$ cat src/design/hbd_pkg.sv
// shared types, constants and coefficient table for the half-band decimator cascade
package hbd_pkg;

  // fixed data formats
  localparam int SampleBits = 16;
  localparam int CoefBits   = 18;
  localparam int CoefFrac   = CoefBits - 1;
  localparam int Taps       = 39;
  localparam int HalfTaps   = 20;
  localparam int NumOctaves = 8;
  localparam int OctBits    = 3;
  localparam int ActBits    = 4;
  localparam int TapBits    = 6;

  // reset value of the active octave count
  localparam logic [ActBits-1:0] ActiveReset = 4'd8;

  // register map: index taken from paddr bit 2
  localparam logic RegPhaseMask  = 1'b0;
  localparam logic RegActiveOcts = 1'b1;

  // first half and centre tap of the symmetric low-pass, Q1.17
  localparam logic signed [CoefBits-1:0] HalfCoef [HalfTaps] = '{
    18'sd45, 18'sd80, -18'sd112, -18'sd417, -18'sd168,
    18'sd602, 18'sd442, -18'sd983, -18'sd1055, 18'sd1388,
    18'sd2061, -18'sd1823, -18'sd3721, 18'sd2229, 18'sd6603,
    -18'sd2563, -18'sd12801, 18'sd2782, 18'sd41342, 18'sd62677
  };

  // input beat
  typedef struct packed {
    logic signed [SampleBits-1:0] sample;
    logic                         restart;
  } in_beat_t;

  // result beat
  typedef struct packed {
    logic [OctBits-1:0]           octave;
    logic signed [SampleBits-1:0] value;
    logic                         last;
  } out_beat_t;

  // control from sequencer to multiply-accumulate unit
  typedef struct packed {
    logic clear;
    logic valid;
    logic keep;
  } mac_ctrl_t;

  // sequencer states
  typedef enum logic [2:0] {
    ST_IDLE,
    ST_WRITE,
    ST_MAC,
    ST_ROUND,
    ST_EMIT,
    ST_FLUSH
  } hbd_state_e;

  // coefficient for tap idx, mirrored about the centre tap
  function automatic logic signed [CoefBits-1:0] coef_at(input logic [TapBits-1:0] idx);
    int         j;
    logic [4:0] j5;
    j = int'(idx);
    if (j >= HalfTaps) j = Taps - 1 - j;
    if (j < 0 || j >= HalfTaps) j = HalfTaps - 1;
    j5 = 5'(j);
    return HalfCoef[j5];
  endfunction

endpackage

$ cat src/design/hbd_mac.sv
// shared multiply-accumulate unit with rounding and saturation of the sum
module hbd_mac (
  input  logic                                  clk_i,
  input  logic                                  rst_ni,
  input  hbd_pkg::mac_ctrl_t                    ctrl_i,
  input  logic signed [hbd_pkg::SampleBits-1:0] smp_i,
  input  logic signed [hbd_pkg::CoefBits-1:0]   coef_i,
  output logic signed [hbd_pkg::SampleBits-1:0] res_o
);
  import hbd_pkg::*;

  localparam int ProdW = SampleBits + CoefBits;
  localparam int AccW  = ProdW + 6;
  localparam int ShW   = AccW + 1 - CoefFrac;
  localparam logic signed [AccW:0]  RoundHalf = (AccW+1)'(64'sd1 <<< (CoefFrac - 1));
  localparam logic signed [ShW-1:0] SatHi = ShW'((64'sd1 <<< (SampleBits - 1)) - 64'sd1);
  localparam logic signed [ShW-1:0] SatLo = ShW'(-(64'sd1 <<< (SampleBits - 1)));

  logic signed [ProdW-1:0] prod_q;
  logic                    prod_vld_q;
  logic signed [AccW-1:0]  acc_q;
  logic signed [AccW:0]    rnd;
  logic signed [ShW-1:0]   shf;

  // product valid flag
  always_ff @(posedge clk_i or negedge rst_ni) begin
    if (!rst_ni) begin
      prod_vld_q <= 1'b0;
    end else begin
      prod_vld_q <= ctrl_i.valid & ~ctrl_i.clear;
    end
  end

  // product register and accumulator
  always_ff @(posedge clk_i) begin
    if (ctrl_i.valid) begin
      prod_q <= ctrl_i.keep ? smp_i * coef_i : ProdW'(0);
    end
    if (ctrl_i.clear) begin
      acc_q <= '0;
    end else if (prod_vld_q) begin
      acc_q <= acc_q + AccW'(prod_q);
    end
  end

  // round half up, drop fraction bits, saturate
  always_comb begin
    rnd = (AccW+1)'(acc_q) + RoundHalf;
    shf = rnd[AccW:CoefFrac];
    if (shf > SatHi) begin
      res_o = SatHi[SampleBits-1:0];
    end else if (shf < SatLo) begin
      res_o = SatLo[SampleBits-1:0];
    end else begin
      res_o = shf[SampleBits-1:0];
    end
  end

endmodule

$ cat config.mk
export PLATFORM = sky130hd
export DESIGN_NAME = hbd_mac
export DESIGN_NICKNAME = d
export VERILOG_FILES = /design/src/design/hbd_pkg.sv /design/src/design/hbd_mac.sv
export SDC_FILE = /design/constraint.sdc
export NUM_CORES = 1
export LEC_CHECK = 0
export ABC_CLOCK_PERIOD_IN_PS = 3300
export BUFFER_PORTS_ARGS = -buffer_cell sky130_fd_sc_hd__buf_2
export CAP_MARGIN = 15
export CORE_ASPECT_RATIO = 0.6
export CORE_MARGIN = 4
export CORE_UTILIZATION = 45
export DETAILED_ROUTE_END_ITERATION = 10
export SLEW_MARGIN = 20
export SYNTH_ARGS = -nofsm -noshare
export SYNTH_HDL_FRONTEND = slang
export SYNTH_SLANG_ARGS = --single-unit
export TNS_END_PERCENT = 30
$ cat constraint.sdc
create_clock -name clk_i -period 3.3 [get_ports clk_i]
set_input_delay 0.66 -clock clk_i [delete_from_list [all_inputs] [get_ports clk_i]]
set_output_delay 0.66 -clock clk_i [all_outputs]
set_load 0.05 [all_outputs]
# After elaboration in Yosys (flattened, before gate mapping)

Cells that the tools add are included.

Add/subtract/negate cells: 2
$mul: 1
$lt $le $gt $ge: 2
Muxes and demuxes: 2
Bitwise logic cells: 2

Operators by type and width:

| kind                                                             | number |
|---|---|
| adder 40 x 18 -> 41 bit (second input constant)                  | 1 |
| adder 40 x 34 -> 40 bit                                          | 1 |
| multiplier 16 x 18 -> 34 bit                                     | 1 |
| 2-to-1 mux 16 bit                                                | 2 |
| greater-than comparator 24 x 16 -> 1 bit (second input constant) | 1 |
| less-than comparator 24 x 16 -> 1 bit (second input constant)    | 1 |
| AND 1 bit                                                        | 1 |
| inverter 1 bit                                                   | 1 |

Register bits: 75
Input port bits: 39
Output and inout bits: 16
Word-level logic and storage cells: 12

# Logic depth before layout (Yosys ltp)

Depth after elaboration: 4
Depth in mapped cells: 26
Mapped depth without buffers: 25

# Worst setup path before layout

OpenSTA, ideal clock, no wires.

Path type: input -> register
Start: in smp_i[9] (netlist bit)
End: reg prod_q[25] (data pin)
Setup time: 0.255 ns
Arrival: 6.596 ns
Required time: 3.045 ns
Path slack: -3.551 ns
Stages on the path: 26
Buffers on the path: 2
Cell sequence: clkbuf_1 -> clkbuf_1 -> nand2_1 -> fa_1 -> inv_1 -> fa_1 -> inv_1 -> fa_1 -> inv_1 -> fa_1 -> fa_1 -> inv_1 -> fa_1 -> inv_1 -> ha_1 -> a211oi_1 -> nand2_1 -> a31o_1 -> nand3_2 -> a21boi_2 -> a2111oi_2 -> nor3_1 -> and2_4 -> a221oi_2 -> xnor2_1 -> and2_1

Cells in the longest elaborated chain, start to end: 1

Ends and longest elaborated chain:

| element                      | RTL line      | RTL |
|---|---|---|
| from (decl)                  | hbd_mac.sv:6  | `input logic signed [hbd_pkg::SampleBits-1:0] smp_i,` |
| multiplier 16 x 18 -> 34 bit | hbd_mac.sv:37 | `prod_q <= ctrl_i.keep ? smp_i * coef_i : ProdW'(0);` |
| to (signal assigned)         | hbd_mac.sv:37 |  |
| to (decl)                    | hbd_mac.sv:19 | `logic signed [ProdW-1:0] prod_q;` |

Every way passes these cells.
A chain may end at the register's enable or synchronous reset.

# Final worst setup path

Start: in smp_i[3] (netlist bit)
End: reg prod_q[32] (data pin)

The elaborated chain is that of the path after synthesis.

==> metrics.md <==
| Metric | Value |
|---|---|
| Worst slew margin | `43.4%` |
| Final worst-path cycle share | `186%` |
| Setup WS post-layout | `-2.85 ns` |
| Post-Synthesis Cells | `1794` |
| DRC | `0` |
| Non-filler cells, final | `2505` |
| CP Launch Type | `input port` |
| Slowest CP cell | `fa_2` |
| Initial Util | `45.9%` |
| MaxCap Viol Count | `0` |
| Placed Cells | `2464` |
| CTS max path bufs | `2` |
| H-Tree Depth | `3` |
| Die height | `155 um` |
| Tmin final | `6.15 ns` |
| Worst EP arrival | `6.26 ns` |
| Max Clk Rate | `163 MHz` |
| Ratio of cells with drive above 1 in the final layout | `26.1%` |
| Setup CP Type | `input port to flop` |
| Post-route ant nets | `0` |
| GRT Residual Overflow | `0` |
| Failing checks | `setup timing` |
| Cts hold-fix bufs | `0` |
| TritonCTS clock tree | `built` |
| Clock skew | `0.0116 ns` |
| IO Port Bufs | `54` |
| Synth Flop Type | `dfxtp_1` |
| First-pass GRT wire length | `66600 um` |
| Clk slew on worst S/H paths | `0.06 ns` |
| Number of flops mapped to enable cells by yosys | `34` |
| Routability congestion estimate | `0.877` |
| Final Max Slew Viols | `0` |
| Ys async rst share | `1.33%` |
| Die area | `39100 um2` |
| Core area | `35200 um2` |
| Synth-to-Final Area Change | `26.1%` |
| RSZ-0062 raised after global routing | `yes` |
| HPWL Detailed | `32500 um` |
| Hold crit path type | `input port to async pin` |
| Share of the yosys chip area belonging to registers | `11.4%` |
| Synth area leaders | `fa_1 (36%), ha_1 (9.8%), inv_1 (8.6%)` |
| DRT iter0 DRCs | `561` |
| TNS Setup | `-61.35 ns` |
| Clock Latency Late Sink | `0.36 ns` |
| Die width | `253 um` |
| Yosys reg bits | `75` |
| Fin nets | `2489` |
| Synthesized area per cell | `9.01 um2` |
| Crit-path max cell delay | `0.66 ns` |
| Synth cell count leaders | `inv_1 (372), fa_1 (291), nand2_1 (169), and2_1 (165), ha_1 (126)` |
| Final Hold Vio Count | `0` |
| TritonCTS Buffers | `9` |
| WL final | `38100 um` |
| Final Core Density | `57.9%` |
| Setup violators final | `43` |
| Netlist cell types | `74` |
| Status | `complete, but fails checks` |
| Post-synth design cell area | `16200 um2` |
| Worst Path Required | `3.41 ns` |
| Synth warn | `0` |
| Measured slew at the worst slew-check pin | `0.848 ns` |
| CP Capture Type | `flop` |
| Worst Path Max Fanout | `6` |
| DR WL/cell | `15.2 um` |
| Diodes inserted | `0` |
| Placement Setup Slack | `-3.42 ns` |
| Vias in the first global route | `13700` |
| Top-count cell post-synth | `inv_1` |
| Fillers | `3171` |
| CP most frequent cell | `fa_1` |
| Clk sinks | `75` |
| Root buf cell | `clkbuf_16` |
| I/O Pins | `55` |
| Drt first pass iters | `7` |
| Synth top area share | `36.1%` |
| Vias | `12600` |
| Initial antenna violation count | `0` |
| Vias/cell | `5.05` |
| Core Rows | `53` |
| Largest net degree at the start of global routing | `43` |
| Crit-path cells | `buf_12, buf_12, and2_4, fa_2, buf_6, fa_1, fa_1, fa_1, fa_1, inv_1, fa_1, inv_1, ha_4, o21a_1, nor2_2, a21oi_2, and3b_1, a21oi_2, a211o_1, a21o_1, a21o_1, o21a_1, xor2_1, and2_1` |
| Total GRT Usage | `20.8%` |
| Syn_nets | `2250` |
| Leading area contributor after synthesis | `fa_1` |
-- metal layers --
layer	part of all wire (%)	vias to the layer above	wire length (um)	track usage (%)
met4	0.62	0	238	2.24
met5	0	-	0	0
met3	3.0	21	1160	2.67
li1	-	6062	-	-
met2	47	169	17900	34.7
met1	49	6387	18800	30.3
-- layout by cell type (no fill, tap or decap), drive strengths merged, types with 4 or more instances in the layout --
cell type / count
a2111oi: 4
a211o: 6
a211oi: 12
a21o: 36
a21oi: 65
a31oi: 6
a41oi: 4
and2: 166
and3: 10
buf: 285
clkbuf: 12
clkinv: 5
dfxtp: 40
edfxtp: 34
fa: 291
ha: 126
inv: 372
mux2i: 28
nand2: 172
nand2b: 27
nand3: 26
nand4: 8
nor2: 80
nor2b: 10
nor3: 15
nor3b: 4
o211ai: 5
o21a: 9
o21ai: 50
o22ai: 6
or3: 4
xnor2: 57
xor2: 28
-- registers in the layout (all words and copies together) (netlist names) --
signal      flops
prod_vld_q      1
prod_q         34
acc_q          40
-- worst max-delay path, delay by kind of cell --
| family | cells | cell delay (ns) |
|---|---|---|
| compound gates | 7 | 1.14 |
| xor+xnor | 1 | 0.13 |
| fa+ha+maj | 7 | 3.21 |
| buf+inv | 5 | 0.47 |
| simple gates | 4 | 0.63 |
-- path summary, 6_finish.rpt --
| kind | start | end | slack, ns | cells after the start |
|---|---|---|---|---|
| max | smp_i[3] | prod_q[32] | -2.85 | 24 |
| min | rst_ni | prod_vld_q | 0.06 | 1 |
| max reg2reg | prod_q[0] | acc_q[34] | 0.14 | 14 |
| min reg2reg | acc_q[11] | acc_q[11] | 0.49 | 2 |
| max in group asynchronous | rst_ni | prod_vld_q | 3.15 | 1 |
| min in group clk_i | acc_q[11] | acc_q[11] | 0.49 | 2 |
-- final cells by class --
cell class	count	area [um2]	area share, %
multi-input combinational	1288	13700	67.2
clock buffer	10	229	1.12
tap	467	584	2.87
inverter	372	1400	6.85
clock inverter	6	32.5	0.160
timing repair buffer	287	2600	12.7
sequential	75	1850	9.07
-- cell families (layout without fill, tap and decap cells) --
logic type | count (synthesis) | after routing | share of synthesized area, %
adder cells (fa/ha/maj) | 417 | 417 | 45.8
XOR/XNOR | 85 | 85 | 4.61
buffers and inverters | 431 | 675 | 10.0
flip-flops | 75 | 75 | 11.4
AO/OA/AOI/OAI | 226 | 226 | 9.64
AND/OR/NAND/NOR | 532 | 532 | 16.7
multiplexers | 28 | 28 | 1.73
-- through the flow --
stage | hold WS, ns | area (um2)
2_1_floorplan | 0.364 | 16800
3_3_place_gp | 0.436 | 18800
3_5_place_dp | 0.437 | 18800
4_1_cts | 0.0407 | 19900
5_1_grt | 0.0378 | 20400
6_report | 0.0606 | 20400
-- timing repair --
action | CTS | global route
setup buffers | 13 | 13
setup endpoints to repair | 45 | 54
pin swaps | 103 | 68
resized for setup | 205 | 88
cloned | 0 | 1
Power is left out: the tool's default activity adds up to more than one toggle a clock period on the data nets, which glitch-free logic cannot reach.
